## config.mk

```make
export PLATFORM = sky130hd
export DESIGN_NAME = threshold_run_pixel_sorter
export DESIGN_NICKNAME = d
export VERILOG_FILES = /design/src/rtl/trps_pkg.sv /design/src/rtl/trps_ram.sv /design/src/rtl/trps_luma.sv /design/src/rtl/threshold_run_pixel_sorter.sv
export SDC_FILE = /design/constraint.sdc
export NUM_CORES = 2
export LEC_CHECK = 0
export BUFFER_PORTS_ARGS = -buffer_cell sky130_fd_sc_hd__buf_4
export CAP_MARGIN = 5
export CORE_ASPECT_RATIO = 1.4
export CORE_MARGIN = 10
export CORE_UTILIZATION = 45
export DETAILED_ROUTE_END_ITERATION = 10
export GPL_TIMING_DRIVEN = 0
export PLACE_DENSITY_LB_ADDON = 0.05
export SLEW_MARGIN = 10
export SYNTH_ARGS = -nofsm -noshare
export SYNTH_HDL_FRONTEND = slang
export SYNTH_SLANG_ARGS = --single-unit
```

## constraint.sdc

```tcl
create_clock -name clk -period 6.9 [get_ports clk]
set_input_delay 0.345 -clock clk [delete_from_list [all_inputs] [get_ports clk]]
set_output_delay 0.345 -clock clk [all_outputs]
set_load 0.01 [all_outputs]
```

## src/rtl/trps_pkg.sv

```systemverilog
package trps_pkg;

  localparam int MAX_RUN_DEF = 63;

  localparam int PIX_W   = 24;
  localparam int LUMA_W  = 8;
  localparam int WORD_W  = LUMA_W + PIX_W;
  localparam int SUM_W   = 18;
  localparam int CFG_IDX_W = 2;

  // floor(sum / 1000) is taken as (sum * LUMA_RECIP) >> LUMA_SHIFT. The
  // error of the rounded-up reciprocal stays below 1/1000 for any sum
  // below 256000, so the quotient is exact.
  localparam int LUMA_SHIFT = 28;
  localparam logic [18:0] LUMA_RECIP = 19'd268436;

  localparam logic [7:0] LOW_RESET  = 8'd30;
  localparam logic [7:0] HIGH_RESET = 8'd210;

  localparam logic [CFG_IDX_W-1:0] REG_LOW  = 2'd0;
  localparam logic [CFG_IDX_W-1:0] REG_HIGH = 2'd1;

  typedef enum logic [2:0] {
    ST_IDLE,
    ST_CALC,
    ST_DECIDE,
    ST_SHIFT,
    ST_PLACE,
    ST_AFTER,
    ST_FL_RD,
    ST_FL_WR
  } state_t;

  typedef enum logic {
    PH_FLUSH_ONLY,
    PH_PASS
  } tail_t;

endpackage

```

## src/rtl/trps_ram.sv

```systemverilog
module trps_ram #(
  parameter int WIDTH = 32,
  parameter int DEPTH = 63
) (
  input  logic                     clk,
  input  logic                     we,
  input  logic [$clog2(DEPTH)-1:0] waddr,
  input  logic [WIDTH-1:0]         wdata,
  input  logic                     re,
  input  logic [$clog2(DEPTH)-1:0] raddr,
  output logic [WIDTH-1:0]         rdata
);

  logic [WIDTH-1:0] mem [DEPTH];

  always_ff @(posedge clk) begin
    if (we) begin
      mem[waddr] <= wdata;
    end
    if (re) begin
      rdata <= mem[raddr];
    end
  end

endmodule

```

## src/rtl/trps_luma.sv

```systemverilog
module trps_luma
  import trps_pkg::*;
(
  input  logic              clk,
  input  logic              load,
  input  logic [PIX_W-1:0]  pix,
  output logic [LUMA_W-1:0] luma
);

  logic [SUM_W-1:0] sum;
  logic [SUM_W+19-1:0] prod;

  // Weighted sum is registered when the pixel is accepted; the reciprocal
  // multiply of that sum is registered into luma in the next cycle.
  always_ff @(posedge clk) begin
    if (load) begin
      sum <= SUM_W'(pix[7:0]) * SUM_W'(299) + SUM_W'(pix[15:8]) * SUM_W'(587)
           + SUM_W'(pix[23:16]) * SUM_W'(114);
    end
    luma <= prod[LUMA_SHIFT +: LUMA_W];
  end

  assign prod = sum * LUMA_RECIP;

endmodule

```

## src/rtl/threshold_run_pixel_sorter.sv

```systemverilog
// An in-range pixel that causes no flush passes the calc, decide and insertion
// steps; the insertion walk moves one stored entry per cycle.
// A flush handles each item by a memory read, then an output load (held while
// the output stalls). A new pixel is accepted only after the last is done.
// Reset (rst, synchronous) empties the run and restores thresholds 30 and 210;
// the run memory itself is not cleared and needs no clearing pass.
module threshold_run_pixel_sorter
  import trps_pkg::*;
#(
  parameter int MAX_RUN = MAX_RUN_DEF
) (
  input  logic                 clk,
  input  logic                 rst,
  // Pixel input. tdata fields from bit 0: red_in, green_in, blue_in.
  input  logic                 s_tvalid,
  output logic                 s_tready,
  input  logic [PIX_W-1:0]     s_tdata,
  input  logic                 s_tlast,   // line_end
  // Pixel output. tdata fields from bit 0: red_out, green_out, blue_out.
  output logic                 m_tvalid,
  input  logic                 m_tready,
  output logic [PIX_W-1:0]     m_tdata,
  output logic                 m_tlast,   // last_of_burst
  // Threshold write channel.
  input  logic                 cfg_valid,
  output logic                 cfg_ready,
  input  logic [CFG_IDX_W-1:0] cfg_index,
  input  logic [7:0]           cfg_data
);

  localparam int AW    = $clog2(MAX_RUN);
  localparam int LEN_W = $clog2(MAX_RUN + 1);
  localparam logic [LEN_W-1:0] FULL_LEN = LEN_W'(MAX_RUN);

  state_t state, state_next;
  tail_t  tail, tail_next;

  logic [7:0]        low_thr, high_thr;
  logic [PIX_W-1:0]  pix;
  logic              line_end;
  logic [LUMA_W-1:0] luma;
  logic [WORD_W-1:0] word;

  logic [LEN_W-1:0] run_len, run_len_next;
  logic [LEN_W-1:0] idx, idx_next;
  logic [AW-1:0]    pos, pos_next;
  logic             final_flush, final_flush_next;

  logic              ram_we, ram_re;
  logic [AW-1:0]     ram_waddr, ram_raddr;
  logic [WORD_W-1:0] ram_wdata, ram_rdata;

  logic             out_free, out_load, out_last_d;
  logic [PIX_W-1:0] out_data_d;
  logic             accept, in_range;

  assign accept    = s_tvalid && s_tready;
  assign cfg_ready = 1'b1;
  assign word      = {luma, pix};
  assign in_range  = (luma >= low_thr) && (luma <= high_thr);
  assign out_free  = !m_tvalid || m_tready;

  trps_luma u_luma (
    .clk  (clk),
    .load (accept),
    .pix  (s_tdata),
    .luma (luma)
  );

  // The run is kept sorted in memory: entry 0 has the lowest luma.
  trps_ram #(
    .WIDTH (WORD_W),
    .DEPTH (MAX_RUN)
  ) u_run_store (
    .clk   (clk),
    .we    (ram_we),
    .waddr (ram_waddr),
    .wdata (ram_wdata),
    .re    (ram_re),
    .raddr (ram_raddr),
    .rdata (ram_rdata)
  );

  always_ff @(posedge clk) begin
    if (rst) begin
      state       <= ST_IDLE;
      tail        <= PH_FLUSH_ONLY;
      run_len     <= '0;
      idx         <= '0;
      pos         <= '0;
      final_flush <= 1'b0;
      m_tvalid    <= 1'b0;
      low_thr     <= LOW_RESET;
      high_thr    <= HIGH_RESET;
    end else begin
      state       <= state_next;
      tail        <= tail_next;
      run_len     <= run_len_next;
      idx         <= idx_next;
      pos         <= pos_next;
      final_flush <= final_flush_next;
      if (out_load) begin
        m_tvalid <= 1'b1;
      end else if (m_tready) begin
        m_tvalid <= 1'b0;
      end
      if (cfg_valid) begin
        if (cfg_index == REG_LOW) begin
          low_thr <= cfg_data;
        end else if (cfg_index == REG_HIGH) begin
          high_thr <= cfg_data;
        end
      end
    end
  end

  always_ff @(posedge clk) begin
    if (accept) begin
      pix      <= s_tdata;
      line_end <= s_tlast;
    end
    if (out_load) begin
      m_tdata <= out_data_d;
      m_tlast <= out_last_d;
    end
  end

  // Sequencer: decide, walk the sorted run downward to insert, then flush by
  // reading the memory in address order. The pass-through pixel of an
  // out-of-range item follows its flush (tail == PH_PASS, state ST_PLACE is
  // not used for that; ST_AFTER handles it when the run is empty).
  always_comb begin
    state_next       = state;
    tail_next        = tail;
    run_len_next     = run_len;
    idx_next         = idx;
    pos_next         = pos;
    final_flush_next = final_flush;
    s_tready         = 1'b0;
    ram_we           = 1'b0;
    ram_waddr        = pos;
    ram_wdata        = word;
    ram_re           = 1'b0;
    ram_raddr        = pos - AW'(1);
    out_load         = 1'b0;
    out_data_d       = pix;
    out_last_d       = 1'b1;

    unique case (state)
      ST_IDLE: begin
        s_tready = 1'b1;
        if (accept) begin
          state_next = ST_CALC;
        end
      end
      ST_CALC: begin
        state_next = ST_DECIDE;
      end
      ST_DECIDE: begin
        idx_next = '0;
        if (in_range) begin
          tail_next        = PH_FLUSH_ONLY;
          final_flush_next = 1'b1;
          if (run_len == '0) begin
            ram_we       = 1'b1;
            ram_waddr    = '0;
            run_len_next = LEN_W'(1);
            state_next   = ST_AFTER;
          end else begin
            ram_re     = 1'b1;
            ram_raddr  = AW'(run_len - LEN_W'(1));
            pos_next   = AW'(run_len);
            state_next = ST_SHIFT;
          end
        end else begin
          tail_next        = PH_PASS;
          final_flush_next = 1'b0;
          state_next       = (run_len == '0) ? ST_AFTER : ST_FL_RD;
        end
      end
      ST_SHIFT: begin
        ram_we = 1'b1;
        if (ram_rdata[WORD_W-1 -: LUMA_W] > luma) begin
          ram_wdata = ram_rdata;
          pos_next  = pos - AW'(1);
          if (pos == AW'(1)) begin
            state_next = ST_PLACE;
          end else begin
            ram_re    = 1'b1;
            ram_raddr = pos - AW'(2);
          end
        end else begin
          run_len_next = run_len + LEN_W'(1);
          state_next   = ST_AFTER;
        end
      end
      ST_PLACE: begin
        ram_we       = 1'b1;
        run_len_next = run_len + LEN_W'(1);
        state_next   = ST_AFTER;
      end
      ST_AFTER: begin
        if (tail == PH_PASS) begin
          // Run already empty: send the out-of-range pixel itself.
          if (out_free) begin
            out_load   = 1'b1;
            state_next = ST_IDLE;
          end
        end else if (line_end || run_len == FULL_LEN) begin
          state_next = ST_FL_RD;
        end else begin
          state_next = ST_IDLE;
        end
      end
      ST_FL_RD: begin
        ram_re     = 1'b1;
        ram_raddr  = idx[AW-1:0];
        state_next = ST_FL_WR;
      end
      ST_FL_WR: begin
        if (out_free) begin
          out_load   = 1'b1;
          out_data_d = ram_rdata[PIX_W-1:0];
          out_last_d = final_flush && (idx + LEN_W'(1) == run_len);
          idx_next   = idx + LEN_W'(1);
          if (idx + LEN_W'(1) == run_len) begin
            run_len_next = '0;
            state_next   = (tail == PH_PASS) ? ST_AFTER : ST_IDLE;
          end else begin
            state_next = ST_FL_RD;
          end
        end
      end
      default: begin
        state_next = ST_IDLE;
      end
    endcase

    // The pass-through pixel after a flush goes through ST_AFTER with an
    // empty run, which the PH_PASS arm above serves.
  end

`ifndef NO_ASSERTIONS
  // The run is never at full length while the sorter is idle.
  a_len_bound: assert property (@(posedge clk) disable iff (rst)
    state == ST_IDLE |-> run_len < FULL_LEN)
    else $error("run length at rest reached the buffer size");

  // The insertion walk never moves below entry zero.
  a_shift_pos: assert property (@(posedge clk) disable iff (rst)
    state == ST_SHIFT |-> pos != '0)
    else $error("insertion walk at position zero");

  // A finished out-of-range item leaves the run empty.
  a_pass_empty: assert property (@(posedge clk) disable iff (rst)
    (state == ST_AFTER && tail == PH_PASS) |-> run_len == '0)
    else $error("pass-through with a non-empty run");

  // Each flush read is followed by its output step.
  a_flush_seq: assert property (@(posedge clk) disable iff (rst)
    state == ST_FL_RD |=> state == ST_FL_WR)
    else $error("flush read not followed by output step");
`endif

endmodule

```

* After elaboration in Yosys (flattened, before gate mapping)
Memories as Yosys holds them, arrays and structs flattened. A register that Yosys moved wholly into a read port is not among the register bits. Index checks and enable logic that the tools add are counted.
Storage, ports and cells: register bits 116, memories 1, input bits 40, logic and storage cells 128, output and inout bits 28, bits in writable memories 2016
Memories:
- u_run_store.mem | depth 63, width 32, rd ports 1, clocked after Yosys merged registers in 1, wr ports 1, RTL line trps_ram.sv:14 | logic [WIDTH-1:0] mem [DEPTH];
Cells by class: multiplexer cells 55, add/sub/neg operators 7, multipliers 4, magnitude comparators 3, reduce and logical (&&, ||, !) cells 21, bitwise operators 1, equality and inequality tests 21
Operators by type and width (count):
- $mux 6 | 16
- $mux 32 | 2
- $mux 24 | 2
- $mul 18x17->34 const B | 1
- $mux 3 | 11
- $pmux 3 s8 | 1
- $pmux 6 s2 | 2
- $pmux 6 s4 | 1
- $add 17x18->18 | 1
- $add 18x15->18 | 1
- $mul 8x10->18 const B | 1
- $pmux 6 s3 | 1
- $mul 8x9->17 const B | 1
- $ne 2x2->1 const B | 8
- $mux 1 | 15
- $mul 8x6->14 const B | 1
- $add 6x1->6 const B | 2
- $eq 3x3->1 const B | 4
- $sub 6x1->6 const B | 2
- $ge 8x8->1 | 1
- $gt 8x8->1 | 1
- $le 8x8->1 | 1
- $reduce_and 4->1 | 2
- $eq 3x2->1 const B | 2
- other kinds (23) | 32

* Logic depth before layout (Yosys ltp)
word-level depth 6, depth in mapped cells 25

* Modules after synthesis
Synthesis repeated with hierarchy kept, for this count alone.
Unflattened totals: cells, all modules 5019, area total of the unflattened synthesis 92193.4 um^2
Modules (own cells, without submodules):
- trps_ram | area each 78521.6 um^2, sequential area each 61499.0 um^2, cells each 3583, times used 1
- trps_luma | area each 8197.9 um^2, sequential area each 700.7 um^2, cells each 810, times used 1
- threshold_run_pixel_sorter | area each 5474.0 um^2, sequential area each 2302.2 um^2, cells each 626, times used 1

* Worst setup path before layout
No wires, ideal clock.
path type input -> register, start point input port s_tdata[16], end point register u_luma.sum[16], data pin, setup time 0.258 ns, stages on the path 23, arrival time 5.725 ns, data required time 6.642 ns, path buffers 0, setup slack 0.917 ns, path through fa_1 > fa_1 > ha_1 > ha_1 > inv_1 > fa_1 > xnor2_1 > ha_1 > inv_1 > fa_1 > fa_1 > fa_1 > inv_1 > ha_1 > inv_1 > o21bai_1 > a21oi_1 > nor2b_1 > o21a_1 > o41a_1 > a21o_1 > a21oi_1 > xnor2_1
On the way: cells in the longest elaborated chain, start to end 2
RTL lines:
- start: declaration | RTL line threshold_run_pixel_sorter.sv:17 | input logic [PIX_W-1:0] s_tdata,
- $mul 8x6->14 | RTL line trps_luma.sv:18 | + SUM_W'(pix[23:16]) * SUM_W'(114);
- $add 18x15->18 | RTL line trps_luma.sv:18
- end signal: assignment | RTL line trps_luma.sv:17 | sum <= SUM_W'(pix[7:0]) * SUM_W'(299) + SUM_W'(pix[15:8]) * SUM_W'(587)
- end: declaration | RTL line trps_luma.sv:10 | logic [SUM_W-1:0] sum;
No other way between the ends. A chain may end at the register's enable or synchronous reset.

* Worst setup path in the final report
start point register u_luma.luma[7], end point register u_run_store.rdata[3] (read register of u_run_store.mem), data pin
On the way: cells in the longest elaborated chain, start to end 4, elaborated cells on any way between the ends 10
RTL lines:
- start: declaration | RTL line trps_luma.sv:7 | output logic [LUMA_W-1:0] luma
- start signal: assignment | RTL line trps_luma.sv:20 | luma <= prod[LUMA_SHIFT +: LUMA_W];
- $ge 8x8->1 or $le 8x8->1 (tied branches) | RTL line threshold_run_pixel_sorter.sv:60 | assign in_range = (luma >= low_thr) && (luma <= high_thr);
- $logic_and 1x1->1 | RTL line threshold_run_pixel_sorter.sv:60
- $mux 6 or $mux 1 (tied branches) | RTL line threshold_run_pixel_sorter.sv:161 | if (in_range) begin
- $pmux 6 s3 or $pmux 1 s3 (tied branches) | RTL line threshold_run_pixel_sorter.sv:149 | unique case (state)
- end: declaration | RTL line trps_ram.sv:11 | output logic [WIDTH-1:0] rdata
Several ways; a longest one is shown, not always the timed one.

==> impl_metrics.json <==
{
  "outcome": "finished with violations",
  "violations": "negative setup slack",
  "avgRoutedWirePerCell_um": 30.1,
  "post-route-min-period_ns": 6.92,
  "drt-vias-per-instance": 5.74,
  "cell_internal_pwr_mw": 28.3,
  "start_kind": "flip-flop",
  "path_max_fanout": 10,
  "numClockSinks": 2164,
  "slowest_stage": "clkbuf_1",
  "crit_chain": "inv_1, ha_1, nand3_1, nor3_2, a211oi_2, nand2_1, a221oi_1, a2bb2oi_4, buf_16, clkbuf_1, clkbuf_1, nand2_1, a311oi_1, nor3_1, nor3b_1, or4_1",
  "gp_congestion": 1.03,
  "final_cells": 10200,
  "worst_setup_path_end_kind": "flip-flop",
  "grt_pass1_vias": 59000,
  "syn-cell-area_um2": 93900,
  "hold_path.class": "in2reg",
  "synth.most_common_cell": "edfxtp_1",
  "synth-main-ff-cell": "edfxtp_1",
  "ys_warn_count": 0,
  "maxSlewHeadroom_pct": 9.94,
  "power_density_nw_per_um2": 415,
  "nFillCells": 17700,
  "synthCells": 6908,
  "dp_cells": 9773,
  "overflow": 0,
  "cts_tree": "built",
  "antenna_left": 0,
  "grt_usage_pct": 26.6,
  "holdPathStages": 2,
  "cts_root_buffer": "clkbuf_16",
  "max_freq_mhz": 144,
  "antenna_found_initial": 30,
  "irDropWorstVdd_mv": 0.556,
  "rsz0062_at_grt": "false",
  "slowest_delay_ns": 0.94,
  "fin_skew_ns": 0.0433,
  "cts_setup_buffers": 0,
  "synth_top_area_cell": "edfxtp_1",
  "placed_area_um2": 101000,
  "whs_ns": 0.228,
  "synthArstFlopShare_pct": 0,
  "dp_slack_ns": -0.183,
  "dieArea_um2": 228000,
  "core_um2": 208000,
  "worstMarginPinSlew_ns": 1.35,
  "path_class": "reg2reg",
  "synth_common_cells": "2116 x edfxtp_1, 1558 x nand2_1, 399 x nand3_1",
  "comb_power_share_pct": 38.6,
  "finalHoldViolCount": 0,
  "yosysUniqueCellTypes": 76,
  "area_growth_syn_to_layout_pct": 14.8,
  "setup_violations": 2,
  "cts_buffer_depth": 4,
  "p_leak_nw": 39.4,
  "dr.pass1.iters": 5,
  "yosysSeqAreaShare_pct": 68.7,
  "cap_viol_max_count": 0,
  "post-route-cell-area_um2": 108000,
  "final_max_slew_viol_count": 0,
  "yosys-top-cells-area": "edfxtp_1 68%, nand2_1 6.2%, ha_1 3.7%",
  "syn_nets": 7344,
  "die_w_um": 406,
  "cts_buffers": 216,
  "wirelength_mm": 308,
  "ys_ff_latch": 2164,
  "vias": 58600,
  "drc": 0,
  "io_pins": 68,
  "grt_max_degree": 64,
  "final_core_util_pct": 51.9,
  "io_buffers": 66,
  "seq_power_share_pct": 35.8,
  "grt_pass1_wl_mm": 434,
  "switching_power_mw": 16.5,
  "drt-initial-drc-count": 5228,
  "setup_slack_ns": -0.0232,
  "finalPower_mw": 44.7,
  "worst-endpoint-arrival_ns": 7.59,
  "layout.nets": 7767,
  "critical_path_required_ns": 7.57,
  "post-route-period-util_pct": 100,
  "fp.dieH_um": 561,
  "cts.htree.levels": 4,
  "drive_gt1_share_pct": 10.6,
  "synth_edf_count": 2116,
  "clock_power_share_pct": 25.6,
  "rr_worst_depth": 16,
  "clkLatencyLatePin_ns": 0.87,
  "dp_hpwl_mm": 225,
  "setup_tns_ns": -0.0313,
  "swShare_pct": 36.8,
  "path_clk_slew_ns": 0.07,
  "syn_avg_cell_area_um2": 13.6,
  "rows": 198,
  "yosysTopAreaCellShare_pct": 67.6,
  "initial_core_util_pct": 45.2
}
==> cell type report <==
class | instances | area [µm²] | share of cell area (%)
Sequential cell | 2164 | 64500 | 59.8
Tap cell | 2700 | 3380 | 3.13
Buffer | 403 | 1770 | 1.64
Clock buffer | 255 | 5550 | 5.15
Multi-Input combinational cell | 4073 | 27500 | 25.5
Antenna cell | 12 | 30.0 | 0.0278
Clock inverter | 130 | 1110 | 1.03
Inverter | 266 | 998 | 0.926
Timing Repair Buffer | 207 | 3040 | 2.82
==> final timing paths <==
check,slack (ns),start,end
max,-0.02,u_luma.luma[7]$_DFF_P_,u_run_store.rdata[3]$_DFFE_PP_
min,0.23,s_tlast,line_end$_DFFE_PP_
max reg2reg,-0.02,u_luma.luma[7]$_DFF_P_,u_run_store.rdata[3]$_DFFE_PP_
min reg2reg,0.46,final_flush$_SDFFE_PP0P_,final_flush$_SDFFE_PP0P_
==> cell families (layout without fill, tap and decap cells) <==
| group | Yosys count | count (layout) | synth area share, % |
|---|---|---|---|
| AO/OA/AOI/OAI | 781 | 781 | 5.77 |
| XOR/XNOR | 48 | 48 | 0.447 |
| adder cells (fa/ha/maj) | 396 | 396 | 6.22 |
| buffers and inverters | 671 | 1261 | 2.94 |
| flip-flops | 2164 | 2164 | 68.7 |
| multiplexers | 351 | 351 | 4.28 |
| other | 1 | 13 | 0.00399 |
| AND/OR/NAND/NOR | 2496 | 2496 | 11.7 |
==> metal layers <==
| layer | share of wire (%) | GRT usage (%) |
|---|---|---|
| met1 | 37 | 31.6 |
| met2 | 50 | 46.2 |
| met3 | 5.3 | 3.21 |
| met4 | 7.0 | 15.5 |
| met5 | 0.0075 | 0 |
==> critical path, delay by kind of cell, from the launching register on <==
family,cells,cell delay [ns]
AND/OR/NAND/NOR,7,1.93
buffers and inverters,4,1.94
flip-flops,1,0.51
adder cells (fa/ha/maj),1,0.32
AO/OA/AOI/OAI,4,1.96
==> placed cells by master, fill, tap and decap left out, types with 150 or more instances in the layout <==
cell / synthesis / layout
o21ai_0: 152 / 150
clkbuf_16: 0 / 216
a311oi_1: 223 / 203
ha_1: 278 / 278
clkbuf_1: 236 / 268
nand2_1: 1558 / 1558
mux2i_1: 226 / 226
edfxtp_1: 2116 / 2116
and3_1: 206 / 201
nand3_1: 399 / 399
inv_1: 265 / 265
==> timing repair <==
action	CTS	global route
endpoints found under the hold margin	45	0
resized for setup	15	14
hold buffers	42	0
pin swaps	0	0
setup endpoints to repair	17	18
==> flip-flops by register name (all words and copies together) (netlist names) <==
signal	count
u_run_store.rdata	32
final_flush	1
u_luma.sum	18
idx	6
pos	6
low_thr	8
tail	1
high_thr	8
u_run_store.mem	2016
state	3
line_end	1
m_tlast	1
u_luma.luma	8
run_len	6
pix	24
m_tdata	24
m_tvalid	1
==> power groups by stage <==
stage	logic (mW)	clock network, mW	registers [mW]
floorplan	10.9	0	16.2
global placement	16.8	0	16.4
detailed placement	17.3	0	16.3
CTS	17.5	11.6	16.0
global route	19.2	12.1	16.0
finish	17.3	11.4	16.0
No activity file was read; power rests on OpenSTA's default activity.
